--- src/sv/sfb_pkg.sv ---
// sfb_pkg: shared types and codes for the sweep frame builder
// request/result structs for both channels and the two arithmetic units
// no dependencies
package sfb_pkg;

  // input request: tangent and second derivative, signed Q16.16
  typedef struct packed {
    logic signed [31:0] tangent_x;
    logic signed [31:0] tangent_y;
    logic signed [31:0] tangent_z;
    logic signed [31:0] curvature_x;
    logic signed [31:0] curvature_y;
    logic signed [31:0] curvature_z;
    logic               sweep_start;
  } sfb_in_t;

  // result request: frame axes in signed Q2.30 plus status
  typedef struct packed {
    logic signed [31:0] axis_x_x;
    logic signed [31:0] axis_x_y;
    logic signed [31:0] axis_x_z;
    logic signed [31:0] axis_y_x;
    logic signed [31:0] axis_y_y;
    logic signed [31:0] axis_y_z;
    logic signed [31:0] axis_z_x;
    logic signed [31:0] axis_z_y;
    logic signed [31:0] axis_z_z;
    logic [1:0]         status;
  } sfb_out_t;

  // status codes
  localparam logic [1:0] STAT_OK    = 2'd0;
  localparam logic [1:0] STAT_DISC  = 2'd1;
  localparam logic [1:0] STAT_ZTAN  = 2'd2;
  localparam logic [1:0] STAT_DEGEN = 2'd3;

  localparam logic signed [31:0] ONE_Q30 = 32'sh4000_0000;

  // digit-serial multiplier interface
  typedef struct packed {
    logic               go;
    logic signed [33:0] a;
    logic signed [31:0] b;
  } sfb_mul_req_t;

  typedef struct packed {
    logic               done;
    logic signed [65:0] prod;
  } sfb_mul_rsp_t;

  // bit-serial root / divide interface
  typedef struct packed {
    logic        go;
    logic        op_sqrt;
    logic [63:0] num;
    logic [31:0] den;
  } sfb_ds_req_t;

  typedef struct packed {
    logic        done;
    logic [31:0] res;
  } sfb_ds_rsp_t;

endpackage

--- src/sv/sfb_mul.sv ---
// sfb_mul: signed 34x32 multiplier, one 4-bit digit of b per cycle
// uses sfb_pkg for the request/result structs
module sfb_mul import sfb_pkg::*; (
  input  logic         clk,
  input  logic         rst_n,
  input  sfb_mul_req_t req,
  output sfb_mul_rsp_t rsp
);

  logic               busy_r;
  logic               fin_r;
  logic               done_r;
  logic [2:0]         cnt_r;
  logic [33:0]        amag_r;
  logic [31:0]        bsh_r;
  logic [65:0]        acc_r;
  logic               neg_r;
  logic signed [65:0] prod_r;
  logic [37:0]        part;

  // partial product of |a| and the top digit of |b|
  assign part = amag_r * bsh_r[31:28];

  // control
  always_ff @(posedge clk) begin
    if (!rst_n) begin
      busy_r <= 1'b0;
      fin_r  <= 1'b0;
      done_r <= 1'b0;
      cnt_r  <= 3'd0;
    end else begin
      done_r <= fin_r;
      fin_r  <= 1'b0;
      if (req.go) begin
        busy_r <= 1'b1;
        cnt_r  <= 3'd0;
      end else if (busy_r) begin
        cnt_r <= cnt_r + 3'd1;
        if (cnt_r == 3'd7) begin
          busy_r <= 1'b0;
          fin_r  <= 1'b1;
        end
      end
    end
  end

  // magnitude accumulation, msb digit first
  always_ff @(posedge clk) begin
    if (req.go) begin
      amag_r <= req.a[33] ? (~req.a + 34'd1) : req.a;
      bsh_r  <= req.b[31] ? (~req.b + 32'd1) : req.b;
      acc_r  <= 66'd0;
      neg_r  <= req.a[33] ^ req.b[31];
    end else if (busy_r) begin
      acc_r <= {acc_r[61:0], 4'b0} + {28'b0, part};
      bsh_r <= {bsh_r[27:0], 4'b0};
    end
    if (fin_r) begin
      prod_r <= neg_r ? (~acc_r + 66'd1) : acc_r;
    end
  end

  assign rsp.done = done_r;
  assign rsp.prod = prod_r;

endmodule

--- src/sv/sfb_divsqrt.sv ---
// sfb_divsqrt: shared bit-serial unit, 32 result bits one per cycle
// floor square root of a 64-bit value or 32-bit quotient num / den
// uses sfb_pkg for the request/result structs
module sfb_divsqrt import sfb_pkg::*; (
  input  logic        clk,
  input  logic        rst_n,
  input  sfb_ds_req_t req,
  output sfb_ds_rsp_t rsp
);

  logic        busy_r;
  logic        done_r;
  logic        op_r;
  logic [4:0]  cnt_r;
  logic [35:0] rem_r;
  logic [63:0] sh_r;
  logic [31:0] res_r;
  logic [31:0] den_r;
  logic [35:0] remx;
  logic [35:0] trial;
  logic [35:0] diff;
  logic        ge;

  // one restoring step
  always_comb begin
    if (op_r) begin
      remx  = {rem_r[33:0], sh_r[63:62]};
      trial = {2'b0, res_r, 2'b01};
    end else begin
      remx  = {rem_r[34:0], sh_r[63]};
      trial = {4'b0, den_r};
    end
    ge   = (remx >= trial);
    diff = remx - trial;
  end

  // control
  always_ff @(posedge clk) begin
    if (!rst_n) begin
      busy_r <= 1'b0;
      done_r <= 1'b0;
      cnt_r  <= 5'd0;
    end else begin
      done_r <= 1'b0;
      if (req.go) begin
        busy_r <= 1'b1;
        cnt_r  <= 5'd0;
      end else if (busy_r) begin
        cnt_r <= cnt_r + 5'd1;
        if (cnt_r == 5'd31) begin
          busy_r <= 1'b0;
          done_r <= 1'b1;
        end
      end
    end
  end

  // datapath
  always_ff @(posedge clk) begin
    if (req.go) begin
      op_r  <= req.op_sqrt;
      rem_r <= req.op_sqrt ? 36'd0 : {4'b0, req.num[63:32]};
      sh_r  <= req.op_sqrt ? req.num : {req.num[31:0], 32'b0};
      res_r <= 32'd0;
      den_r <= req.den;
    end else if (busy_r) begin
      rem_r <= ge ? diff : remx;
      res_r <= {res_r[30:0], ge};
      sh_r  <= op_r ? {sh_r[61:0], 2'b0} : {sh_r[62:0], 1'b0};
    end
  end

  assign rsp.done = done_r;
  assign rsp.res  = res_r;

endmodule

--- src/sv/sweep_frame_builder.sv ---
// Sweep frame builder: takes one request at a time and returns one orthonormal frame
// (unit tangent x, unit normal z, y = z cross x, all signed Q2.30) with a status code.
// Each of the up to 27 products goes through a 4-bit digit-serial multiplier, and each
// normalization runs a shift search, one square root and three divisions on a shared
// bit-serial unit. The unit tangent, the cross-product normal and, when that is zero, the
// projected previous normal are normalized one after another, and the stored normal is
// updated when the frame is handed to the result register. in_stall is low only while
// the block is idle; a finished frame waits in the result register without holding off
// the next request.
// depends on sfb_pkg, sfb_mul, sfb_divsqrt
module sweep_frame_builder import sfb_pkg::*; (
  input  logic     clk,
  input  logic     rst_n,
  input  logic     in_valid,
  output logic     in_stall,
  input  sfb_in_t  in_data,
  output logic     out_valid,
  input  logic     out_stall,
  output sfb_out_t out_data
);

  // sequencer codes
  localparam logic [3:0] ST_IDLE   = 4'd0;
  localparam logic [3:0] ST_NLOAD  = 4'd1;
  localparam logic [3:0] ST_NSCALE = 4'd2;
  localparam logic [3:0] ST_NSQ    = 4'd3;
  localparam logic [3:0] ST_NSQRT  = 4'd4;
  localparam logic [3:0] ST_NDIV   = 4'd5;
  localparam logic [3:0] ST_NRET   = 4'd6;
  localparam logic [3:0] ST_CROSS  = 4'd7;
  localparam logic [3:0] ST_DISC   = 4'd8;
  localparam logic [3:0] ST_DOTD   = 4'd9;
  localparam logic [3:0] ST_DRND   = 4'd10;
  localparam logic [3:0] ST_PROJ   = 4'd11;
  localparam logic [3:0] ST_YAX    = 4'd12;
  localparam logic [3:0] ST_YRND   = 4'd13;
  localparam logic [3:0] ST_EMIT   = 4'd14;

  // which vector the normalizer is working on
  localparam logic [1:0] NS_TAN = 2'd0;
  localparam logic [1:0] NS_CRS = 2'd1;
  localparam logic [1:0] NS_PRJ = 2'd2;

  logic [3:0] state_r, state_nxt;
  logic [2:0] k_r, k_nxt;
  logic       wait_r, wait_nxt;
  logic       out_valid_r;
  sfb_out_t   out_r;

  logic signed [31:0] t_r [3];
  logic signed [31:0] c_r [3];
  logic signed [31:0] prev_r [3];
  logic signed [31:0] pn_r [3];
  logic signed [31:0] x_r [3];
  logic signed [31:0] z_r [3];
  logic signed [31:0] y_r [3];
  logic signed [31:0] nu_r [3];
  logic signed [63:0] w_r [3];
  logic [63:0]        nm_r [3];
  logic [2:0]         nneg_r;
  logic               start_r;
  logic [1:0]         status_r;
  logic [1:0]         nsel_r;
  logic               nok_r;
  logic signed [63:0] acc_r;
  logic signed [33:0] d_r;
  logic [63:0]        nsum_r;
  logic [31:0]        nn_r;

  sfb_mul_req_t mul_req;
  sfb_mul_rsp_t mul_rsp;
  sfb_ds_req_t  ds_req;
  sfb_ds_rsp_t  ds_rsp;

  logic        accept;
  logic        out_free;
  logic        mul_state;
  logic        mul_take;
  logic        ds_take;
  logic        mul_last;
  logic [1:0]  ia;
  logic [1:0]  ib;
  logic [63:0] nmk;
  logic [63:0] div_num;
  logic        w_zero;
  logic        any_hi;
  logic        all_lo;

  function automatic logic [31:0] sel3_32(input logic [1:0] i, input logic [31:0] a0,
                                          input logic [31:0] a1, input logic [31:0] a2);
    case (i)
      2'd0:    return a0;
      2'd1:    return a1;
      default: return a2;
    endcase
  endfunction

  function automatic logic [63:0] sel3_64(input logic [1:0] i, input logic [63:0] a0,
                                          input logic [63:0] a1, input logic [63:0] a2);
    case (i)
      2'd0:    return a0;
      2'd1:    return a1;
      default: return a2;
    endcase
  endfunction

  // Q4.60 to Q2.30, half away from zero, wide result for the projection dot
  function automatic logic [33:0] rnd_d(input logic [63:0] v);
    logic [63:0] m;
    logic [63:0] r;
    m = v[63] ? (~v + 64'd1) : v;
    r = (m + (64'd1 << 29)) >> 30;
    return v[63] ? (~r[33:0] + 34'd1) : r[33:0];
  endfunction

  // Q4.60 to Q2.30, half away from zero, clamped to +-1.0
  function automatic logic [31:0] rnd_sat(input logic [63:0] v);
    logic [63:0] m;
    logic [63:0] r;
    logic [31:0] q;
    m = v[63] ? (~v + 64'd1) : v;
    r = (m + (64'd1 << 29)) >> 30;
    q = (r > 64'h4000_0000) ? 32'h4000_0000 : r[31:0];
    return v[63] ? (~q + 32'd1) : q;
  endfunction

  function automatic logic [63:0] mag64(input logic [63:0] v);
    return v[63] ? (~v + 64'd1) : v;
  endfunction

  assign accept    = in_valid && !in_stall;
  assign in_stall  = (state_r != ST_IDLE);
  assign out_free  = !out_valid_r || !out_stall;
  assign out_valid = out_valid_r;
  assign out_data  = out_r;

  assign mul_state = (state_r == ST_NSQ) || (state_r == ST_CROSS) || (state_r == ST_DISC) ||
                     (state_r == ST_DOTD) || (state_r == ST_PROJ) || (state_r == ST_YAX);
  assign mul_take  = wait_r && mul_rsp.done;
  assign ds_take   = wait_r && ds_rsp.done;
  assign mul_last  = ((state_r == ST_CROSS) || (state_r == ST_YAX)) ? (k_r == 3'd5)
                                                                     : (k_r == 3'd2);

  // normalizer tests
  assign w_zero = (w_r[0] == 64'd0) && (w_r[1] == 64'd0) && (w_r[2] == 64'd0);
  assign any_hi = (|nm_r[0][63:31]) || (|nm_r[1][63:31]) || (|nm_r[2][63:31]);
  assign all_lo = !((|nm_r[0][63:30]) || (|nm_r[1][63:30]) || (|nm_r[2][63:30]));
  assign nmk    = sel3_64(k_r[1:0], nm_r[0], nm_r[1], nm_r[2]);
  assign div_num = ({33'b0, nmk[30:0]} << 30) + {33'b0, nn_r[31:1]};

  // component order of the two cross products
  always_comb begin
    case (k_r)
      3'd0:    begin ia = 2'd1; ib = 2'd2; end
      3'd1:    begin ia = 2'd2; ib = 2'd1; end
      3'd2:    begin ia = 2'd2; ib = 2'd0; end
      3'd3:    begin ia = 2'd0; ib = 2'd2; end
      3'd4:    begin ia = 2'd0; ib = 2'd1; end
      default: begin ia = 2'd1; ib = 2'd0; end
    endcase
  end

  // multiplier operands
  always_comb begin
    logic [31:0] sa;
    logic [31:0] sb;
    sa = 32'd0;
    sb = 32'd0;
    mul_req.go = mul_state && !wait_r;
    mul_req.a  = 34'sd0;
    mul_req.b  = 32'sd0;
    case (state_r)
      ST_NSQ: begin
        mul_req.a = {3'b0, nmk[30:0]};
        mul_req.b = {1'b0, nmk[30:0]};
      end
      ST_CROSS: begin
        sa = sel3_32(ia, t_r[0], t_r[1], t_r[2]);
        sb = sel3_32(ib, c_r[0], c_r[1], c_r[2]);
        mul_req.a = {{2{sa[31]}}, sa};
        mul_req.b = sb;
      end
      ST_YAX: begin
        sa = sel3_32(ia, z_r[0], z_r[1], z_r[2]);
        sb = sel3_32(ib, x_r[0], x_r[1], x_r[2]);
        mul_req.a = {{2{sa[31]}}, sa};
        mul_req.b = sb;
      end
      ST_DISC: begin
        sa = sel3_32(k_r[1:0], z_r[0], z_r[1], z_r[2]);
        sb = sel3_32(k_r[1:0], prev_r[0], prev_r[1], prev_r[2]);
        mul_req.a = {{2{sa[31]}}, sa};
        mul_req.b = sb;
      end
      ST_DOTD: begin
        sa = sel3_32(k_r[1:0], prev_r[0], prev_r[1], prev_r[2]);
        sb = sel3_32(k_r[1:0], x_r[0], x_r[1], x_r[2]);
        mul_req.a = {{2{sa[31]}}, sa};
        mul_req.b = sb;
      end
      ST_PROJ: begin
        mul_req.a = d_r;
        mul_req.b = sel3_32(k_r[1:0], x_r[0], x_r[1], x_r[2]);
      end
      default: begin
        mul_req.a = 34'sd0;
        mul_req.b = 32'sd0;
      end
    endcase
  end

  // root / divide requests
  assign ds_req.go      = ((state_r == ST_NSQRT) || (state_r == ST_NDIV)) && !wait_r;
  assign ds_req.op_sqrt = (state_r == ST_NSQRT);
  assign ds_req.num     = (state_r == ST_NSQRT) ? nsum_r : div_num;
  assign ds_req.den     = nn_r;

  sfb_mul u_mul (
    .clk   (clk),
    .rst_n (rst_n),
    .req   (mul_req),
    .rsp   (mul_rsp)
  );

  sfb_divsqrt u_ds (
    .clk   (clk),
    .rst_n (rst_n),
    .req   (ds_req),
    .rsp   (ds_rsp)
  );

  // sequencer next state
  always_comb begin
    state_nxt = state_r;
    k_nxt     = k_r;
    wait_nxt  = wait_r;
    case (state_r)
      ST_IDLE: begin
        if (accept) state_nxt = ST_NLOAD;
      end
      ST_NLOAD: begin
        state_nxt = w_zero ? ST_NRET : ST_NSCALE;
      end
      ST_NSCALE: begin
        if (!any_hi && !all_lo) begin
          state_nxt = ST_NSQ;
          k_nxt     = 3'd0;
        end
      end
      ST_NSQ, ST_CROSS, ST_DISC, ST_DOTD, ST_PROJ, ST_YAX: begin
        if (!wait_r) begin
          wait_nxt = 1'b1;
        end else if (mul_take) begin
          wait_nxt = 1'b0;
          if (mul_last) begin
            k_nxt = 3'd0;
            case (state_r)
              ST_NSQ:   state_nxt = ST_NSQRT;
              ST_CROSS: state_nxt = ST_NLOAD;
              ST_DISC:  state_nxt = ST_YAX;
              ST_DOTD:  state_nxt = ST_DRND;
              ST_PROJ:  state_nxt = ST_NLOAD;
              default:  state_nxt = ST_YRND;
            endcase
          end else begin
            k_nxt = k_r + 3'd1;
          end
        end
      end
      ST_NSQRT: begin
        if (!wait_r) begin
          wait_nxt = 1'b1;
        end else if (ds_take) begin
          wait_nxt  = 1'b0;
          state_nxt = ST_NDIV;
          k_nxt     = 3'd0;
        end
      end
      ST_NDIV: begin
        if (!wait_r) begin
          wait_nxt = 1'b1;
        end else if (ds_take) begin
          wait_nxt = 1'b0;
          if (k_r == 3'd2) begin
            state_nxt = ST_NRET;
            k_nxt     = 3'd0;
          end else begin
            k_nxt = k_r + 3'd1;
          end
        end
      end
      ST_NRET: begin
        k_nxt = 3'd0;
        case (nsel_r)
          NS_TAN:  state_nxt = nok_r ? ST_CROSS : ST_YAX;
          NS_CRS:  state_nxt = nok_r ? (start_r ? ST_YAX : ST_DISC) : ST_DOTD;
          default: state_nxt = ST_YAX;
        endcase
      end
      ST_DRND: begin
        state_nxt = ST_PROJ;
        k_nxt     = 3'd0;
      end
      ST_YRND: begin
        if (k_r == 3'd2) begin
          state_nxt = ST_EMIT;
          k_nxt     = 3'd0;
        end else begin
          k_nxt = k_r + 3'd1;
        end
      end
      ST_EMIT: begin
        if (out_free) state_nxt = ST_IDLE;
      end
      default: begin
        state_nxt = ST_IDLE;
        k_nxt     = 3'd0;
        wait_nxt  = 1'b0;
      end
    endcase
  end

  // control registers and stored normal
  always_ff @(posedge clk) begin
    if (!rst_n) begin
      state_r     <= ST_IDLE;
      k_r         <= 3'd0;
      wait_r      <= 1'b0;
      out_valid_r <= 1'b0;
      pn_r[0]     <= 32'sd0;
      pn_r[1]     <= 32'sd0;
      pn_r[2]     <= ONE_Q30;
    end else begin
      state_r <= state_nxt;
      k_r     <= k_nxt;
      wait_r  <= wait_nxt;
      if (state_r == ST_EMIT && out_free) begin
        out_valid_r <= 1'b1;
        pn_r[0]     <= z_r[0];
        pn_r[1]     <= z_r[1];
        pn_r[2]     <= z_r[2];
      end else if (!out_stall) begin
        out_valid_r <= 1'b0;
      end
    end
  end

  // datapath
  always_ff @(posedge clk) begin
    case (state_r)
      ST_IDLE: begin
        if (accept) begin
          t_r[0]   <= in_data.tangent_x;
          t_r[1]   <= in_data.tangent_y;
          t_r[2]   <= in_data.tangent_z;
          c_r[0]   <= in_data.curvature_x;
          c_r[1]   <= in_data.curvature_y;
          c_r[2]   <= in_data.curvature_z;
          start_r  <= in_data.sweep_start;
          prev_r[0] <= in_data.sweep_start ? 32'sd0 : pn_r[0];
          prev_r[1] <= in_data.sweep_start ? 32'sd0 : pn_r[1];
          prev_r[2] <= in_data.sweep_start ? ONE_Q30 : pn_r[2];
          w_r[0]   <= {{32{in_data.tangent_x[31]}}, in_data.tangent_x};
          w_r[1]   <= {{32{in_data.tangent_y[31]}}, in_data.tangent_y};
          w_r[2]   <= {{32{in_data.tangent_z[31]}}, in_data.tangent_z};
          status_r <= STAT_OK;
          nsel_r   <= NS_TAN;
        end
      end
      ST_NLOAD: begin
        nm_r[0] <= mag64(w_r[0]);
        nm_r[1] <= mag64(w_r[1]);
        nm_r[2] <= mag64(w_r[2]);
        nneg_r  <= {w_r[2][63], w_r[1][63], w_r[0][63]};
        nsum_r  <= 64'd0;
        nok_r   <= 1'b0;
      end
      ST_NSCALE: begin
        // bring the largest magnitude into [2^30, 2^31)
        if (any_hi) begin
          nm_r[0] <= nm_r[0] >> 1;
          nm_r[1] <= nm_r[1] >> 1;
          nm_r[2] <= nm_r[2] >> 1;
        end else if (all_lo) begin
          nm_r[0] <= nm_r[0] << 1;
          nm_r[1] <= nm_r[1] << 1;
          nm_r[2] <= nm_r[2] << 1;
        end
      end
      ST_NSQ: begin
        if (mul_take) nsum_r <= nsum_r + mul_rsp.prod[63:0];
      end
      ST_NSQRT: begin
        if (ds_take) nn_r <= ds_rsp.res;
      end
      ST_NDIV: begin
        if (ds_take) begin
          nu_r[k_r[1:0]] <= nneg_r[k_r[1:0]] ? (~ds_rsp.res + 32'd1) : ds_rsp.res;
          if (k_r == 3'd2) nok_r <= 1'b1;
        end
      end
      ST_NRET: begin
        acc_r <= 64'sd0;
        case (nsel_r)
          NS_TAN: begin
            if (nok_r) begin
              x_r[0] <= nu_r[0];
              x_r[1] <= nu_r[1];
              x_r[2] <= nu_r[2];
            end else begin
              status_r <= STAT_ZTAN;
              x_r[0]   <= 32'sd0;
              x_r[1]   <= 32'sd0;
              x_r[2]   <= 32'sd0;
              z_r[0]   <= prev_r[0];
              z_r[1]   <= prev_r[1];
              z_r[2]   <= prev_r[2];
            end
          end
          NS_CRS: begin
            if (nok_r) begin
              z_r[0] <= nu_r[0];
              z_r[1] <= nu_r[1];
              z_r[2] <= nu_r[2];
            end
          end
          default: begin
            if (nok_r) begin
              z_r[0] <= nu_r[0];
              z_r[1] <= nu_r[1];
              z_r[2] <= nu_r[2];
            end else begin
              status_r <= STAT_DEGEN;
              z_r[0]   <= prev_r[0];
              z_r[1]   <= prev_r[1];
              z_r[2]   <= prev_r[2];
            end
          end
        endcase
      end
      ST_CROSS, ST_YAX: begin
        // even step keeps the first term, odd step subtracts the second
        if (mul_take) begin
          if (!k_r[0]) acc_r <= mul_rsp.prod[63:0];
          else         w_r[k_r[2:1]] <= acc_r - mul_rsp.prod[63:0];
          if (mul_last && state_r == ST_CROSS) nsel_r <= NS_CRS;
        end
      end
      ST_DISC: begin
        if (mul_take) begin
          acc_r <= acc_r + mul_rsp.prod[63:0];
          if (mul_last && (acc_r + mul_rsp.prod[63:0]) == 64'sd0) status_r <= STAT_DISC;
        end
      end
      ST_DOTD: begin
        if (mul_take) acc_r <= acc_r + mul_rsp.prod[63:0];
      end
      ST_DRND: begin
        d_r    <= rnd_d(acc_r);
        nsel_r <= NS_PRJ;
      end
      ST_PROJ: begin
        // prev scaled to Q4.60 minus the tangent share
        if (mul_take) begin
          w_r[k_r[1:0]] <= ({{32{prev_r[k_r[1:0]][31]}}, prev_r[k_r[1:0]]} <<< 30)
                           - mul_rsp.prod[63:0];
        end
      end
      ST_YRND: begin
        y_r[k_r[1:0]] <= rnd_sat(sel3_64(k_r[1:0], w_r[0], w_r[1], w_r[2]));
      end
      ST_EMIT: begin
        if (out_free) begin
          out_r.axis_x_x <= x_r[0];
          out_r.axis_x_y <= x_r[1];
          out_r.axis_x_z <= x_r[2];
          out_r.axis_y_x <= y_r[0];
          out_r.axis_y_y <= y_r[1];
          out_r.axis_y_z <= y_r[2];
          out_r.axis_z_x <= z_r[0];
          out_r.axis_z_y <= z_r[1];
          out_r.axis_z_z <= z_r[2];
          out_r.status   <= status_r;
        end
      end
      default: begin
        acc_r <= acc_r;
      end
    endcase
  end

  // checks
  a_mul_done_waited: assert property (@(posedge clk) disable iff (!rst_n)
    mul_rsp.done |-> wait_r && mul_state)
    else $error("multiplier result with no product outstanding");

  a_ds_done_waited: assert property (@(posedge clk) disable iff (!rst_n)
    ds_rsp.done |-> wait_r && ((state_r == ST_NSQRT) || (state_r == ST_NDIV)))
    else $error("root/divide result with no request outstanding");

  a_unit_normal: assert property (@(posedge clk) disable iff (!rst_n)
    (state_r == ST_EMIT) |-> (z_r[0] <= ONE_Q30) && (z_r[0] >= -ONE_Q30) &&
                             (z_r[1] <= ONE_Q30) && (z_r[1] >= -ONE_Q30) &&
                             (z_r[2] <= ONE_Q30) && (z_r[2] >= -ONE_Q30))
    else $error("normal component beyond unit range");

  a_ztan_axis: assert property (@(posedge clk) disable iff (!rst_n)
    (state_r == ST_EMIT && status_r == STAT_ZTAN) |->
      (x_r[0] == 32'sd0) && (x_r[1] == 32'sd0) && (x_r[2] == 32'sd0))
    else $error("zero tangent with nonzero axis x");

endmodule
--- config.mk ---
export PLATFORM = sky130hd
export DESIGN_NAME = sweep_frame_builder
export DESIGN_NICKNAME = d
export VERILOG_FILES = /design/src/sv/sfb_pkg.sv /design/src/sv/sfb_mul.sv /design/src/sv/sfb_divsqrt.sv /design/src/sv/sweep_frame_builder.sv
export SDC_FILE = /design/constraint.sdc
export NUM_CORES = 2
export LEC_CHECK = 0
export BUFFER_PORTS_ARGS = -buffer_cell sky130_fd_sc_hd__buf_2
export CAP_MARGIN = 15
export CORE_ASPECT_RATIO = 1.1
export CORE_UTILIZATION = 35
export CTS_CLUSTER_SIZE = 10
export DETAILED_ROUTE_END_ITERATION = 7
export PLACE_DENSITY_LB_ADDON = 0.2
export SETUP_SLACK_MARGIN = 0.5
export SYNTH_ARGS = -nofsm -noshare
export SYNTH_HDL_FRONTEND = slang
export SYNTH_SLANG_ARGS = --single-unit
--- constraint.sdc ---
create_clock -name clk -period 11.55 [get_ports clk]
set_input_delay 2.31 -clock clk [delete_from_list [all_inputs] [get_ports clk]]
set_output_delay 2.31 -clock clk [all_outputs]
set_load 0.02 [all_outputs]
# Word-level counts from Yosys, hierarchy flattened

Memory sizes are Yosys's and may differ from the RTL's. A register that Yosys moved wholly into a read port is not among the register bits.
Index checks and enable logic that the tools add are counted.

Reductions and logical operators: 80
Bitwise gates (word level): 37
$lt $le $gt $ge: 3
Eq/ne operators: 47
Multipliers: 1
Multiplexer cells: 181
$add $sub $neg: 23

Operator list:

| cell                                            | count |
|---|---|
| two-way mux 64 bit                              | 24 |
| two-way mux 32 bit                              | 25 |
| one-hot mux 32 bit (2 select lines)             | 7 |
| one-hot mux 66 bit (6 select lines)             | 1 |
| adder 64 x 1 -> 64 bit (second input constant)  | 6 |
| inverter 64 bit                                 | 6 |
| zero test 64 bit                                | 4 |
| one-hot mux 64 bit (2 select lines)             | 2 |
| one-hot mux 64 bit (3 select lines)             | 1 |
| adder 64 x 30 -> 64 bit (second input constant) | 2 |
| adder 64 bit                                    | 2 |
| OR reduction 64 bit                             | 2 |
| subtractor 64 bit                               | 2 |
| two-way mux 35 bit                              | 3 |
| OR reduction 34 bit                             | 3 |
| OR reduction 33 bit                             | 3 |
| adder 32 x 1 -> 32 bit (second input constant)  | 3 |
| inverter 32 bit                                 | 3 |
| adder 34 x 1 -> 34 bit (second input constant)  | 2 |
| two-way mux 34 bit                              | 2 |
| inverter 34 bit                                 | 2 |
| two-way mux 1 bit                               | 65 |
| adder 64 x 38 -> 64 bit                         | 1 |
| adder 61 x 31 -> 62 bit                         | 1 |
| 55 further kinds                                | 200 |

Memories: 10
Memory bits (writable): 1152
Flip-flop bits (word level): 778
Word-level logic and storage cells: 420

Memory list:

| name            | words | bits a word | read ports | clocked after memory_dff | wr ports | RTL line                  | RTL |
|---|---|---|---|---|---|---|---|
| nm_r            | 3     | 64          | 3          | 0                        | 3        | sweep_frame_builder.sv:59 | `logic [63:0] nm_r [3];` |
| w_r             | 3     | 64          | 3          | 0                        | 3        | sweep_frame_builder.sv:58 | `logic signed [63:0] w_r [3];` |
| c_r             | 3     | 32          | 3          | 0                        | 3        | sweep_frame_builder.sv:51 | `logic signed [31:0] c_r [3];` |
| nu_r            | 3     | 32          | 3          | 0                        | 1        | sweep_frame_builder.sv:57 | `logic signed [31:0] nu_r [3];` |
| pn_r            | 3     | 32          | 3          | 0                        | 3        | sweep_frame_builder.sv:53 | `logic signed [31:0] pn_r [3];` |
| prev_r          | 3     | 32          | 4          | 1                        | 3        | sweep_frame_builder.sv:52 | `logic signed [31:0] prev_r [3];` |
| 4 more memories | --    | --          | --         | --                       | --       | --                        |  |

# Depth between registers and ports, before layout

Word-level depth: 12
Gate-level depth with buffers: 40

# Cells and area by module

From an unflattened synthesis, not the netlist that was laid out.

Cells, all modules: 10748
Area total of the unflattened synthesis: 114810.1 sq um

Modules (own cells, without submodules):

| module              | cells each | seq. area each (sq um) | area an instance (sq um) | times used |
|---|---|---|---|---|
| sweep_frame_builder | 8113       | 49617.6                | 89019.1                  | 1 |
| sfb_mul             | 1625       | 5435.2                 | 15431.0                  | 1 |
| sfb_divsqrt         | 1010       | 4744.6                 | 10359.9                  | 1 |

# Least setup slack after synthesis

OpenSTA, ideal clock, no wires.

Path kind: input port to flip-flop
Start point: in out_stall
End point: mem pn_r[2][22] (netlist: pn_r[0][86]) (data pin)
Cell stages on the path: 4
Setup time: 0.192 ns
Data arrival time: 11.607 ns
Setup slack: -0.248 ns
Cells stage by stage: a21oi_1 -> clkbuf_1 -> clkbuf_1 -> and3_1

RTL lines:

| element            | RTL line                  | RTL |
|---|---|---|
| start: declaration | sweep_frame_builder.sv:18 | `input logic out_stall,` |
| end: declaration   | sweep_frame_builder.sv:53 |  |

# Worst setup path in the final report

Start point: reg k_r[0]
End point: mem y_r[1][24] (data pin)

Word-level cells in the longest chain between the ends: 12
Elaborated cells on any way between the ends: 13
Those cells by class: add/sub: 3; order compare: 1; eq/ne: 1; mux: 5; bitwise: 2; reduce/logical: 1

Ends and longest elaborated chain:

| element                                                         | RTL line                   | RTL |
|---|---|---|
| start: declaration                                              | sweep_frame_builder.sv:45  | `logic [2:0] k_r, k_nxt;` |
| start signal: assignment                                        | sweep_frame_builder.sv:335 | `k_r <= k_nxt;` |
| equality test 2 x 1 -> 1 bit or zero test 2 bit (tied branches) | sweep_frame_builder.sv:100 | `case (i)` |
| one-hot mux 64 bit (2 select lines) *                           | sweep_frame_builder.sv:100 |  |
| two-way mux 64 bit *                                            | sweep_frame_builder.sv:350 | `case (state_r)` |
| inverter 64 bit                                                 | sweep_frame_builder.sv:121 | `m = v[63] ? (~v + 64'd1) : v;` |
| adder 64 x 1 -> 64 bit                                          | sweep_frame_builder.sv:121 |  |
| two-way mux 64 bit                                              | sweep_frame_builder.sv:121 |  |
| adder 64 x 30 -> 64 bit                                         | sweep_frame_builder.sv:122 | `r = (m + (64'd1 << 29)) >> 30;` |
| greater-than comparator 34 x 31 -> 1 bit                        | sweep_frame_builder.sv:123 | `q = (r > 64'h4000_0000) ? 32'h4000_0000 : r[31:0];` |
| two-way mux 32 bit                                              | sweep_frame_builder.sv:123 |  |
| inverter 32 bit                                                 | sweep_frame_builder.sv:124 | `return v[63] ? (~q + 32'd1) : q;` |
| adder 32 x 1 -> 32 bit                                          | sweep_frame_builder.sv:124 |  |
| two-way mux 32 bit *                                            | sweep_frame_builder.sv:124 |  |
| end: declaration                                                | sweep_frame_builder.sv:56  | `logic signed [31:0] y_r [3];` |

Every way passes the cells marked *; elsewhere a longest branch is shown, timed or not. The select of a mux whose other input is x is not followed.

==> results.toml <==
[routing]
via_per_inst = 5.82
wl_per_cell_um = 29.9
drc = 0
firstDrtPassIters = 7
first_iter_violations = 9646
wl_um = 456000
ant_nets = 0
num_vias = 88700

[grt]
grt_max_degree = 160
grt_usage = 0.272
grt_antenna_before_repair = 31
grt.overflow.total = 0
grt_pass1_wl_um = 636000
first_global_vias = 84100

[logic_synthesis]
yosys.area.top_type_share = 0.507
ys_warn_count = 0
synth-edff-count = 1908
avgSynthCellArea_um2 = 10.8
synth_common_cells = "edfxtp_1, nand2_1, o21ai_0"
syn_area_um2 = 113000
synth_top_area_cell = "edfxtp_1"
ys_seq_area_frac = 0.528
yosysMostFrequentCell = "edfxtp_1"
synth.area.top_cells = "edfxtp_1, o21ai_0, ha_1, nand2_1, xnor2_1"
ys_types = 105
syn_inst = 10500
yosys_register_bits = 2028
synthArstFlopShare = 0
syn-num-nets = 11000
ys.flop_type = "edfxtp_1"

[floorplanning]
row_count = 218
initial_core_util = 0.352
die_w_um = 544
die_area_um2 = 325000
die_h_um = 598
core_um2 = 321000
ioPinCount = 489

[cts]
cts_hold_buffers = 0
post_cts_buffers = 0
path_clk_slew_ns = 0.06
cts-root-buf = "clkbuf_16"
clk_latency_ns = 0.96
cts-resized-gates = 0
cts_buffer_depth = 4
cts_buffers = 241
cts.sink_count = 2028
cts.htree.levels = 4
cts_tree = "built"

[sta]
period_share = 0.829
skew_ns = 0.104
fin_setup_tns_ns = 0
rsz0062_at_grt = "no"
setup_viol = 0
fmax_mhz = 104
worstMarginPinSlew_ns = 1.37
slew_headroom = 0.0785
drv_slew = 0
layout_min_cycle_time_ns = 9.57
holdWs_ns = 0.415
hold_violations = 0
setup_ws_ns = 1.98

[finish]
nets = 11400
instances_no_fill = 15200
num-fill-cells = 31000
syn2layout_area_growth_pct = 12.9
drive_above_1_share = 0.115

[setup_path]
cp.required_ns = 12.14
arrival_ns = 10.17
crit_path_end_kind = "register"
critical_path_class = "register to register"
startpoint_type = "register"
reg2reg_depth = 24
crit_fanout = 49

[power]
vdd_drop_max_mv = 0.140
powerDensity_nw_per_um2 = 217
p_leak_uw = 0.0470

[worst_hold_path]
hold_class = "register to register"
holdPathStages = 0

[status]
status = "completed"

[flow_run]
drv_cap = 0

[placement]
place.gp.congestion = 0.993
io_buffers = 488
preCtsSetupSlack_ns = 2.10
place_inst = 14800
hpwlAfterDp_um = 346000
==> logic make-up after synthesis <==
family                     count (synthesis)  synth area share
AOI/OAI and AO/OA                       2780             0.155
xor gates and xnor gates                 769            0.0600
adders and majority gates                392            0.0501
buffers and inverters                    891            0.0299
DFF                                     2028             0.528
muxes                                    437            0.0402
and+or+nand+nor                         3156             0.136
==> final cells by class <==
type	instances	area, um^2	share of cell area
clock buffer	351	6580	0.0515
timing repair buffer	660	3780	0.0296
sequential	2028	59700	0.468
multi-input combinational	7534	50400	0.395
inverter	299	1130	0.00889
clock inverter	46	532	0.00417
tap	4290	5370	0.0421
antenna	29	72.6	0.000569
==> report_power, final <==
| group | total, uW | internal, uW | switching, uW |
|---|---|---|---|
| Combinational | 9350 | 3190 | 6160 |
| Clock | 7140 | 4000 | 3140 |
| Sequential | 11200 | 10000 | 1130 |
==> worst paths after layout <==
kind | from | end | slack (ns)
worst min register to register | y_r[1][17] | out_data[147] | 0.42
worst min-delay path | y_r[1][17] | out_data[147] | 0.42
worst max-delay path | k_r[0] | y_r[1][24] | 1.98
worst max register to register | k_r[0] | y_r[1][24] | 1.98
==> registers in the layout, summed over array words and instances, names as in the netlist, 64 cells and up, named ones only <==
signal and count:
y_r 96, u_mul.acc_r 64, out_data 290, acc_r 64
c_r 96, u_ds.sh_r 64, t_r 96, nu_r 96
x_r 96, pn_r 96, prev_r 96, z_r 96
w_r 192, nsum_r 64, u_mul.prod_r 64, nm_r 192
==> metal layers <==
metal	routed length (um)	vias up	global-route usage
met2	209000	3759	0.434
met4	26200	16	0.136
li1	-	39500	-
met5	95	-	0
met1	190000	44700	0.358
met3	31000	763	0.0413
==> placed cells by master (no fill, tap or decap), drive strengths merged, types with 53 or more instances in the layout <==
master	n
buf	658
nand2b	100
dfxtp	120
nor2b	254
nor4	96
edfxtp	1908
o31ai	101
nand2	964
mux2i	302
ha	291
clkbuf	353
mux2	135
or4	71
a21oi	687
xnor2	413
o21ai	836
fa	101
o221ai	53
nand4	86
or3	91
a211oi	191
xor2	355
o22ai	64
a22o	146
and2	117
a22oi	88
and3	149
a21o	168
nand3	186
a31oi	66
nor3	187
inv	300
nor2	732
==> per-stage QoR <==
step                      utilization  cell area (um^2)  power (uW)
after floorplan                     -            113000       17100
after global placement          0.375            120000       20400
after detailed placement        0.375            120000       20500
after CTS                       0.397            128000       27700
after global routing            0.397            128000       28900
final                           0.397            128000       27600
==> worst max-delay path, cell delays in order (launching register included) <==
cell and delay [ns]:
dfxtp_1 0.50, inv_1 0.31, ha_4 0.60, buf_4 0.65, or2_2 0.30, o211a_1 0.26
nand4_1 0.40, nor4_1 0.95, clkbuf_2 0.29, and4_1 0.24, o221a_4 0.23, o211a_1 0.23
nand3_2 0.22, or3_4 0.41, or4b_1 0.52, xnor2_1 0.14, nand4_1 0.43, a21boi_4 0.26
buf_4 0.38, nand2b_1 0.21, ha_1 0.61, nand3_1 0.23, nor3_1 0.32, o21ai_0 0.13
o32ai_1 0.31
(Power assumes the default switching activity.)
